**config.mk**
```make
export PLATFORM = sky130hd
export DESIGN_NAME = intra_edge_availability
export DESIGN_NICKNAME = d
export VERILOG_FILES = /design/src/iea_pkg.sv /design/src/intra_edge_availability.sv /design/src/iea_decode.sv /design/src/iea_order.sv /design/src/iea_decide.sv
export SDC_FILE = /design/constraint.sdc
export NUM_CORES = 1
export LEC_CHECK = 0
export BUFFER_PORTS_ARGS = -buffer_cell sky130_fd_sc_hd__buf_2
export CORE_MARGIN = 2
export CORE_UTILIZATION = 65
export CTS_BUF_LIST = sky130_fd_sc_hd__clkbuf_4 sky130_fd_sc_hd__clkbuf_8 sky130_fd_sc_hd__clkbuf_16
export DETAILED_ROUTE_END_ITERATION = 16
export PLACE_DENSITY = 0.86
export SYNTH_ARGS = -nofsm -noshare
export SYNTH_HDL_FRONTEND = slang
export SYNTH_SLANG_ARGS = --single-unit
```
**constraint.sdc**
```tcl
create_clock -name clk -period 10.6 [get_ports clk]
set_clock_uncertainty 0.05 [all_clocks]
set_input_delay 2.12 -clock clk [delete_from_list [all_inputs] [get_ports clk]]
set_output_delay 2.12 -clock clk [all_outputs]
set_load 0.05 [all_outputs]
```
**src/iea_pkg.sv**
```systemverilog
package iea_pkg;

  localparam logic [4:0] BS_LAST  = 5'd23;
  localparam logic [4:0] TX_LAST  = 5'd18;
  localparam logic [4:0] BS_ORD_LO = 5'd3;
  localparam logic [4:0] BS_ORD_HI = 5'd15;
  localparam int unsigned SB_UNITS = 16;

  localparam logic [1:0] CFG_SHIFT_X = 2'd0;
  localparam logic [1:0] CFG_SHIFT_Y = 2'd1;

  typedef struct packed {
    logic [4:0] block_size;
    logic [2:0] row_in_sb;
    logic [2:0] col_in_sb;
    logic       top_present;
    logic       right_present;
    logic       left_present;
    logic       bottom_present;
    logic [4:0] transform_size;
    logic [4:0] unit_row;
    logic [4:0] unit_col;
    logic       is_chroma;
  } item_t;

  typedef struct packed {
    logic       bs_bad;
    logic       tx_bad;
    logic       has_ord;
    logic [2:0] wl;
    logic [2:0] hl;
    logic [3:0] row;
    logic [3:0] col;
    logic       tr_en;
    logic       bl_en;
    logic       tr_fit;
    logic       bl_fit;
    logic       y_zero;
    logic       sy;
    logic [4:0] y;
    logic [4:0] cnt_h;
  } s1_t;

  typedef struct packed {
    logic bs_bad;
    logic tx_bad;
    logic has_ord;
    logic tr_en;
    logic bl_en;
    logic tr_fit;
    logic bl_fit;
    logic y_zero;
    logic row_zero;
    logic col_zero;
    logic tr_edge;
    logic bl_edge;
    logic bl_col0;
    logic tr_ord;
    logic bl_ord;
  } s2_t;

  typedef struct packed {
    logic tr;
    logic bl;
    logic miss;
  } result_t;

  function automatic logic [2:0] bw_log2(input logic [4:0] bs);
    logic [2:0] v;
    unique case (bs)
      5'd0, 5'd1, 5'd16:         v = 3'd0;
      5'd2, 5'd3, 5'd4, 5'd18:   v = 3'd1;
      5'd5, 5'd6, 5'd7, 5'd20:   v = 3'd2;
      5'd8, 5'd9, 5'd10, 5'd19,
      5'd22, 5'd17:              v = (bs == 5'd17) ? 3'd2 : 3'd3;
      5'd11, 5'd12, 5'd13, 5'd21: v = 3'd4;
      5'd14, 5'd15, 5'd23:       v = 3'd5;
      default:                   v = 3'd0;
    endcase
    return v;
  endfunction

  function automatic logic [2:0] bh_log2(input logic [4:0] bs);
    logic [2:0] v;
    unique case (bs)
      5'd0, 5'd2, 5'd17:          v = 3'd0;
      5'd1, 5'd3, 5'd5, 5'd19:    v = 3'd1;
      5'd4, 5'd6, 5'd8, 5'd16,
      5'd21:                      v = 3'd2;
      5'd7, 5'd9, 5'd11, 5'd18,
      5'd23:                      v = 3'd3;
      5'd10, 5'd12, 5'd14, 5'd20: v = 3'd4;
      5'd13, 5'd15, 5'd22:        v = 3'd5;
      default:                    v = 3'd0;
    endcase
    return v;
  endfunction

  function automatic logic [4:0] tx_w(input logic [4:0] tx);
    logic [4:0] v;
    unique case (tx)
      5'd0, 5'd5, 5'd13:          v = 5'd1;
      5'd1, 5'd6, 5'd7, 5'd15:    v = 5'd2;
      5'd2, 5'd8, 5'd9, 5'd14,
      5'd17:                      v = 5'd4;
      5'd3, 5'd10, 5'd11, 5'd16:  v = 5'd8;
      5'd4, 5'd12, 5'd18:         v = 5'd16;
      default:                    v = 5'd0;
    endcase
    return v;
  endfunction

  function automatic logic [4:0] tx_h(input logic [4:0] tx);
    logic [4:0] v;
    unique case (tx)
      5'd0, 5'd6, 5'd14:          v = 5'd1;
      5'd1, 5'd5, 5'd8, 5'd16:    v = 5'd2;
      5'd2, 5'd7, 5'd10, 5'd13,
      5'd18:                      v = 5'd4;
      5'd3, 5'd9, 5'd12, 5'd15:   v = 5'd8;
      5'd4, 5'd11, 5'd17:         v = 5'd16;
      default:                    v = 5'd0;
    endcase
    return v;
  endfunction

  function automatic logic [9:0] zorder(input logic [4:0] r, input logic [4:0] c);
    logic [9:0] m;
    m = '0;
    for (int i = 0; i < 5; i++) begin
      m[2*i]   = c[i];
      m[2*i+1] = r[i];
    end
    return m;
  endfunction

  function automatic logic [11:0] code_order(input logic [2:0] wl, input logic [2:0] hl,
                                              input logic [4:0] r, input logic [4:0] c);
    logic [11:0] v;
    if (wl > hl) begin
      v = {1'b0, zorder(r >> 1, c), r[0]};
    end else if (hl > wl) begin
      v = {1'b0, zorder(r, c >> 1), c[0]};
    end else begin
      v = {2'b00, zorder(r, c)};
    end
    return v;
  endfunction

endpackage

```
**src/intra_edge_availability.sv**
```systemverilog
// An accepted item is registered by each stage in turn before it reaches the result channel.
// One item per cycle unless stalled; three register stages (decode, coding order, decide).
// A stalled result holds the output stage; earlier stages keep filling until all are full.
// Reset clears all stage valid bits and sets both chroma shifts to 1.
module intra_edge_availability (
  input  logic       clk,
  input  logic       rst,
  input  logic       item_valid,
  output logic       item_stall,
  input  logic [4:0] block_size,
  input  logic [2:0] row_in_sb,
  input  logic [2:0] col_in_sb,
  input  logic       top_present,
  input  logic       right_present,
  input  logic       left_present,
  input  logic       bottom_present,
  input  logic [4:0] transform_size,
  input  logic [4:0] unit_row,
  input  logic [4:0] unit_col,
  input  logic       is_chroma,
  output logic       result_valid,
  input  logic       result_stall,
  output logic       top_right_ok,
  output logic       bottom_left_ok,
  output logic       order_missing,
  input  logic       cfg_valid,
  output logic       cfg_ready,
  input  logic [1:0] cfg_index,
  input  logic       cfg_data
);

  logic             shift_x;
  logic             shift_y;
  iea_pkg::item_t   item;
  iea_pkg::s1_t     s1_data;
  iea_pkg::s2_t     s2_data;
  iea_pkg::result_t res;
  logic             s1_ready;
  logic             s1_valid;
  logic             s2_ready;
  logic             s2_valid;
  logic             s3_ready;

  assign cfg_ready = 1'b1;

  always_ff @(posedge clk) begin
    if (rst) begin
      shift_x <= 1'b1;
      shift_y <= 1'b1;
    end else if (cfg_valid && cfg_ready) begin
      unique case (cfg_index)
        iea_pkg::CFG_SHIFT_X: shift_x <= cfg_data;
        iea_pkg::CFG_SHIFT_Y: shift_y <= cfg_data;
        default: ;
      endcase
    end
  end

  assign item = {block_size, row_in_sb, col_in_sb, top_present, right_present,
                 left_present, bottom_present, transform_size, unit_row, unit_col,
                 is_chroma};

  iea_decode u_decode (
    .clk       (clk),
    .rst       (rst),
    .in_valid  (item_valid),
    .item      (item),
    .shift_x   (shift_x),
    .shift_y   (shift_y),
    .nxt_ready (s2_ready),
    .ready     (s1_ready),
    .valid     (s1_valid),
    .data      (s1_data)
  );

  iea_order u_order (
    .clk       (clk),
    .rst       (rst),
    .in_valid  (s1_valid),
    .in_data   (s1_data),
    .nxt_ready (s3_ready),
    .ready     (s2_ready),
    .valid     (s2_valid),
    .data      (s2_data)
  );

  iea_decide u_decide (
    .clk      (clk),
    .rst      (rst),
    .in_valid (s2_valid),
    .in_data  (s2_data),
    .stall    (result_stall),
    .ready    (s3_ready),
    .valid    (result_valid),
    .data     (res)
  );

  assign item_stall     = !s1_ready;
  assign top_right_ok   = res.tr;
  assign bottom_left_ok = res.bl;
  assign order_missing  = res.miss;

  a_stall_full: assert property (@(posedge clk) disable iff (rst)
    item_stall == (s1_valid && s2_valid && result_valid && result_stall))
    else $error("input stall does not match a full, stalled pipeline");

  a_advance: assert property (@(posedge clk) disable iff (rst)
    s1_valid && s2_ready |=> s2_valid)
    else $error("item lost between decode and order stages");

  a_miss_excl: assert property (@(posedge clk) disable iff (rst)
    result_valid && top_right_ok && bottom_left_ok |-> !order_missing)
    else $error("missing order flagged with both edges available");

  a_reset: assert property (@(posedge clk)
    rst |=> !result_valid && !s1_valid && !s2_valid)
    else $error("stage valid set after reset");

endmodule

```
**src/iea_decode.sv**
```systemverilog
module iea_decode (
  input  logic            clk,
  input  logic            rst,
  input  logic            in_valid,
  input  iea_pkg::item_t  item,
  input  logic            shift_x,
  input  logic            shift_y,
  input  logic            nxt_ready,
  output logic            ready,
  output logic            valid,
  output iea_pkg::s1_t    data
);

  iea_pkg::s1_t data_next;
  logic [2:0]   wl;
  logic [2:0]   hl;
  logic [4:0]   cnt_w;
  logic [4:0]   cnt_h;
  logic         sx;
  logic         sy;
  logic [5:0]   pbw_raw;
  logic [5:0]   pbh_raw;
  logic [5:0]   pbw;
  logic [5:0]   pbh;

  assign wl      = iea_pkg::bw_log2(item.block_size);
  assign hl      = iea_pkg::bh_log2(item.block_size);
  assign cnt_w   = iea_pkg::tx_w(item.transform_size);
  assign cnt_h   = iea_pkg::tx_h(item.transform_size);
  assign sx      = item.is_chroma & shift_x;
  assign sy      = item.is_chroma & shift_y;
  assign pbw_raw = (6'd1 << wl) >> sx;
  assign pbh_raw = (6'd1 << hl) >> sy;
  assign pbw     = (pbw_raw == 6'd0) ? 6'd1 : pbw_raw;
  assign pbh     = (pbh_raw == 6'd0) ? 6'd1 : pbh_raw;

  always_comb begin
    data_next.bs_bad  = item.block_size > iea_pkg::BS_LAST;
    data_next.tx_bad  = item.transform_size > iea_pkg::TX_LAST;
    data_next.has_ord = (item.block_size >= iea_pkg::BS_ORD_LO) &&
                        (item.block_size <= iea_pkg::BS_ORD_HI);
    data_next.wl      = wl;
    data_next.hl      = hl;
    data_next.row     = {item.row_in_sb, 1'b0} >> hl;
    data_next.col     = {item.col_in_sb, 1'b0} >> wl;
    data_next.tr_en   = item.top_present & item.right_present;
    data_next.bl_en   = item.left_present & item.bottom_present & (item.unit_col == 5'd0);
    data_next.tr_fit  = ({1'b0, item.unit_col} + {1'b0, cnt_w}) < pbw;
    data_next.bl_fit  = ({1'b0, item.unit_row} + {1'b0, cnt_h}) < pbh;
    data_next.y_zero  = item.unit_row == 5'd0;
    data_next.sy      = sy;
    data_next.y       = item.unit_row;
    data_next.cnt_h   = cnt_h;
  end

  assign ready = !valid || nxt_ready;

  always_ff @(posedge clk) begin
    if (rst) begin
      valid <= 1'b0;
    end else if (ready) begin
      valid <= in_valid;
    end
  end

  always_ff @(posedge clk) begin
    if (ready) begin
      data <= data_next;
    end
  end

endmodule

```
**src/iea_order.sv**
```systemverilog
module iea_order (
  input  logic          clk,
  input  logic          rst,
  input  logic          in_valid,
  input  iea_pkg::s1_t  in_data,
  input  logic          nxt_ready,
  output logic          ready,
  output logic          valid,
  output iea_pkg::s2_t  data
);

  iea_pkg::s2_t data_next;
  logic [4:0]   row5;
  logic [4:0]   col5;
  logic [4:0]   row_p1;
  logic [4:0]   col_p1;
  logic [4:0]   row_m1;
  logic [4:0]   col_m1;
  logic [9:0]   row_px;
  logic [10:0]  bl_sum;
  logic [10:0]  bl_lim;
  logic [11:0]  ord_cur;
  logic [11:0]  ord_tr;
  logic [11:0]  ord_bl;

  assign row5    = {1'b0, in_data.row};
  assign col5    = {1'b0, in_data.col};
  assign row_p1  = row5 + 5'd1;
  assign col_p1  = col5 + 5'd1;
  assign row_m1  = row5 - 5'd1;
  assign col_m1  = col5 - 5'd1;
  assign row_px  = (10'(in_data.row) << in_data.hl) >> in_data.sy;
  assign bl_sum  = 11'(row_px) + 11'(in_data.y) + 11'(in_data.cnt_h);
  assign bl_lim  = 11'(iea_pkg::SB_UNITS) >> in_data.sy;
  assign ord_cur = iea_pkg::code_order(in_data.wl, in_data.hl, row5, col5);
  assign ord_tr  = iea_pkg::code_order(in_data.wl, in_data.hl, row_m1, col_p1);
  assign ord_bl  = iea_pkg::code_order(in_data.wl, in_data.hl, row_p1, col_m1);

  always_comb begin
    data_next.bs_bad   = in_data.bs_bad;
    data_next.tx_bad   = in_data.tx_bad;
    data_next.has_ord  = in_data.has_ord;
    data_next.tr_en    = in_data.tr_en;
    data_next.bl_en    = in_data.bl_en;
    data_next.tr_fit   = in_data.tr_fit;
    data_next.bl_fit   = in_data.bl_fit;
    data_next.y_zero   = in_data.y_zero;
    data_next.row_zero = in_data.row == 4'd0;
    data_next.col_zero = in_data.col == 4'd0;
    data_next.tr_edge  = (10'(col_p1) << in_data.wl) >= 10'(iea_pkg::SB_UNITS);
    data_next.bl_edge  = (10'(row_p1) << in_data.hl) >= 10'(iea_pkg::SB_UNITS);
    data_next.bl_col0  = bl_sum < bl_lim;
    data_next.tr_ord   = ord_tr < ord_cur;
    data_next.bl_ord   = ord_bl < ord_cur;
  end

  assign ready = !valid || nxt_ready;

  always_ff @(posedge clk) begin
    if (rst) begin
      valid <= 1'b0;
    end else if (ready) begin
      valid <= in_valid;
    end
  end

  always_ff @(posedge clk) begin
    if (ready) begin
      data <= data_next;
    end
  end

endmodule

```
**src/iea_decide.sv**
```systemverilog
module iea_decide (
  input  logic             clk,
  input  logic             rst,
  input  logic             in_valid,
  input  iea_pkg::s2_t     in_data,
  input  logic             stall,
  output logic             ready,
  output logic             valid,
  output iea_pkg::result_t data
);

  iea_pkg::result_t data_next;

  always_comb begin
    data_next = '0;
    if (in_data.bs_bad) begin
      data_next.miss = 1'b1;
    end else if (!in_data.tx_bad) begin
      if (in_data.tr_en) begin
        if (in_data.tr_fit) begin
          data_next.tr = 1'b1;
        end else if (!in_data.y_zero) begin
          data_next.tr = 1'b0;
        end else if (in_data.row_zero) begin
          data_next.tr = 1'b1;
        end else if (in_data.tr_edge) begin
          data_next.tr = 1'b0;
        end else if (!in_data.has_ord) begin
          data_next.miss = 1'b1;
        end else begin
          data_next.tr = in_data.tr_ord;
        end
      end
      if (in_data.bl_en) begin
        if (in_data.bl_fit) begin
          data_next.bl = 1'b1;
        end else if (in_data.col_zero) begin
          data_next.bl = in_data.bl_col0;
        end else if (in_data.bl_edge) begin
          data_next.bl = 1'b0;
        end else if (!in_data.has_ord) begin
          data_next.miss = 1'b1;
        end else begin
          data_next.bl = in_data.bl_ord;
        end
      end
    end
  end

  assign ready = !valid || !stall;

  always_ff @(posedge clk) begin
    if (rst) begin
      valid <= 1'b0;
    end else if (ready) begin
      valid <= in_valid;
    end
  end

  always_ff @(posedge clk) begin
    if (ready) begin
      data <= data_next;
    end
  end

endmodule
```
==> impl_metrics.csv <==
group,metric,value,unit
timing,timing_hold_violations_final,0,
logic_synthesis,synthesis.yosys.warnings,0,
die,initial_core_util,68.01,%
setup_path,crit-reg2reg-launch,"u_decode.data[25]$_DFFE_PN_",
global_route,gr-total-overflow,0,
detailed_routing,final_antenna_net_count,0,
timing,setup_viol_count_final,0,
global_route,grt.total_usage,27.03,%
min_path,min_path_cells,0,
clock_network,post-cts-setup-buffers,0,
setup_path,reg2reg_depth,12,
die,chipHeight,94.39,um
power,power_per_cell_area,138.4,mW/mm2
logic_synthesis,post_synth_fa_ha_maj_area_fraction,15.69,%
global_route,grt_start_max_net_pins,34,
detailed_routing,wl_met2,5.813,mm
timing,fmaxAchievable,199.3,MHz
finish,final_layout_size_suffix_gt1_share,11.69,%
logic_synthesis,synth_compound_gate_area_share,21.42,%
setup_path,crit_arrival,2850,ps
logic_synthesis,postSynth.asyncResetShare,0,%
min_path,worst_hold_end,"u_order.data[11]$_DFFE_PP_",
min_path,min_path_type,"flop to flop",
logic_synthesis,synth_simple_gate_area_share,18.94,%
clock_network,worstSkewPairLatency,310,ps
logic_synthesis,synth_seq_cells,56,
min_path,holdCritStartpoint,"u_decode.data[15]$_DFFE_PN_",
logic_synthesis,synth.net_count,701,
detailed_routing,highest_metal_layer_with_signal_wires,"met4",
detailed_routing,detail_route.drc_violations,0,
logic_synthesis,per_instance_average_area_after_synthesis,8.865,um2
setup_path,worst_setup_path_startpoint,"result_stall",
clock_network,cts.path.max_buffers,2,
logic_synthesis,leading_cell_type_by_number_of_instances_after_synthesis,"sky130_fd_sc_hd__a21oi_1",
timing,timing.final.crit_period,5019,ps
power,peakVddDrop,0.07338,mV
setup_path,critical_path.reg2reg.endpoint,"u_order.data[1]$_DFFE_PP_",
finish,synth_to_final_area_change,5.207,%
clock_network,tritoncts_clock_tree,"done",
detailed_routing,dr_wl_met3,760,um
clock_network,cts-buffers-inserted,5,
logic_synthesis,post_synth_mux_area_share,3.487,%
die,placementRows,32,
logic_synthesis,synth.cell_area,0.005310,mm2
clock_network,clk_pin_slew,100,ps
setup_path,worst-r2r-setup-slack,6330,ps
setup_path,cp.required,8430,ps
detailed_routing,detailedRoute.firstPassIterationCount,5,
logic_synthesis,synth_cell_type_count,73,
logic_synthesis,synth_seq_area_share,30.73,%
power,power_leakage,2.407,nW
die,floorplan.die_area,0.008909,mm2
clock_network,cts.root.buffer_cell,"sky130_fd_sc_hd__clkbuf_8",
setup_path,timing.setup.critical_path_class,"input pin to output pin",
setup_path,worst_setup_path_start_kind,"input pin",
timing,maxSlewViolCount,0,
detailed_routing,route.detailed.vias_per_inst,6.433,
logic_synthesis,synth_ff_type,"sky130_fd_sc_hd__edfxtp_1",
logic_synthesis,main_combinational_cell_family_by_area_after_synthesis,"compound AO/OA/AOI/OAI gates",
logic_synthesis,synth_enable_flop_cells,51,
clock_network,clock_sink_count,56,
global_route,antenna_found_initial,0,
logic_synthesis,cells_taking_the_most_area_after_synthesis,"sky130_fd_sc_hd__edfxtp_1 29%, sky130_fd_sc_hd__ha_1 13%, sky130_fd_sc_hd__a21oi_1 6.0%",
die,chipWidth,94.39,um
placement,place_congestion,0.9583,
placement,numPortBuffers,43,
detailed_routing,drt_iter0_markers,245,
timing,worst_slew_margin_rel,28.54,%
detailed_routing,wl_met1,4.802,mm
setup_path,critical_path_peak_fanout,3,
global_route,first_global_vias,4156,
die,ios,45,
setup_path,cp-end-kind,"output pin",
timing,whs,378.4,ps
logic_synthesis,ys_top_cells_by_count,"64 x sky130_fd_sc_hd__a21oi_1, 57 x sky130_fd_sc_hd__ha_1, 57 x sky130_fd_sc_hd__nand2_1",
detailed_routing,post_drt_wl_per_cell,16.25,um
finish,num-nets-final,717,
timing,timing_worst_slew_pin_value,1068,ps
timing,share_of_the_clock_period_used_by_the_worst_path,47.34,%
placement,hpwlAfterDp,9.022,mm
global_route,grt_pass1_wl,19.29,mm
timing,unrepaired_setup_endpoints_after_global_routing,"false",
clock_network,cts_hold_repair.buffers,0,
detailed_routing,via_count,4619,
run,max_cap_viol_count,0,
die,floorplan.core_area,0.007807,mm2
logic_synthesis,synth-xor-area-share,3.464,%
status,run_status,"completed",
logic_synthesis,synth_cells,599,
clock_network,ctsResizeCount,0,
detailed_routing,detail_route.wirelength,11.67,mm
finish,number_of_inserted_diodes,0,
clock_network,cts_htree_levels,2,
timing,setup_tns,0,ps
logic_synthesis,yosys.area.top_type_share,28.84,%
logic_synthesis,synth_area_leader_cell,"sky130_fd_sc_hd__edfxtp_1",
## cells by family (layout without fill, tap and decap cells)
group                      after synthesis  in the layout
AOI/OAI and AO/OA                      175            175
other                                    1              1
xor gates and xnor gates                21             21
muxes                                   17             17
and+or+nand+nor                        195            195
buffers and inverters                   71             88
adders and majority gates               63             63
DFF                                     56             56
## routing by layer
layer  global-route usage [%]  up-vias
li1                         -     2230
met3                    3.432       35
met4                    8.454        0
met5                        0        -
met1                    35.25     2153
met2                    46.96      201
## placed cells by master, fill, tap and decap left out, types with 12 or more instances in the layout
cell type and count:
sky130_fd_sc_hd__a21oi_1 64, sky130_fd_sc_hd__nand2_1 57, sky130_fd_sc_hd__ha_1 57, sky130_fd_sc_hd__edfxtp_1 51, sky130_fd_sc_hd__buf_2 43, sky130_fd_sc_hd__nor2_1 40, sky130_fd_sc_hd__inv_1 34, sky130_fd_sc_hd__o21ai_0 27
sky130_fd_sc_hd__nand3_1 16, sky130_fd_sc_hd__xnor2_1 15, sky130_fd_sc_hd__nand2b_1 14, sky130_fd_sc_hd__nor2b_1 13, sky130_fd_sc_hd__a21o_1 12
## worst max-delay path, stage by stage
cell and delay, ps:
sky130_fd_sc_hd__buf_2 100, sky130_fd_sc_hd__and3_1 190, sky130_fd_sc_hd__nand2_1 90, sky130_fd_sc_hd__inv_1 80, sky130_fd_sc_hd__buf_2 270
## metrics by stage
stage | total power (W) | setup WS (ps) | cells | instance area [um2] | utilization [%]
2_1_floorplan | 0.0005506 | 4886 | 599 | 5310 | -
3_3_place_gp | 0.0006066 | 5495 | 710 | 5472 | 70.08
3_5_place_dp | 0.0006272 | 5337 | 710 | 5472 | 70.08
4_1_cts | 0.0007682 | 5586 | 718 | 5587 | 71.55
5_1_grt | 0.0008230 | 5412 | 718 | 5587 | 71.55
6_report | 0.0007734 | 5581 | 718 | 5587 | 71.55
## power breakdown
| group | internal (W) | switching [W] | leakage, nW |
|---|---|---|---|
| registers | 0.000273 | 0.0000268 | 0.622 |
| logic | 0.000140 | 0.000191 | 1.72 |
| clock network | 0.0000717 | 0.0000715 | 0.0600 |
## registers in the layout, summed over array words and instances, names as in the netlist
| register | count |
|---|---|
| shift_x | 1 |
| shift_y | 1 |
| u_decide.data | 3 |
| u_decide.valid | 1 |
| u_decode.data | 33 |
| u_decode.valid | 1 |
| u_order.data | 15 |
| u_order.valid | 1 |
## final cells by class
class	count	area (um2)
multi-input cells	472	3349
fillers	599	2221
flip-flops and latches	56	1632
repair buffers	44	222.7
inverters	36	140.1
well taps	102	127.6
clock buffers	5	68.82
clock inverters	3	46.29
## how the worst max path moves through the flow
stage                                  endpoint  slack, ps  depth (start not counted)
finish                               item_stall       5580                          5
floorplan                            item_stall       4890                          3
detailed placement  u_decode.data[13]$_DFFE_PN_       5340                         18
CTS                                  item_stall       5590                          5
global route        u_decode.data[13]$_DFFE_PN_       5410                         18
global placement    u_decode.data[13]$_DFFE_PN_       5500                         18
Power figures use the tool's default switching activity.
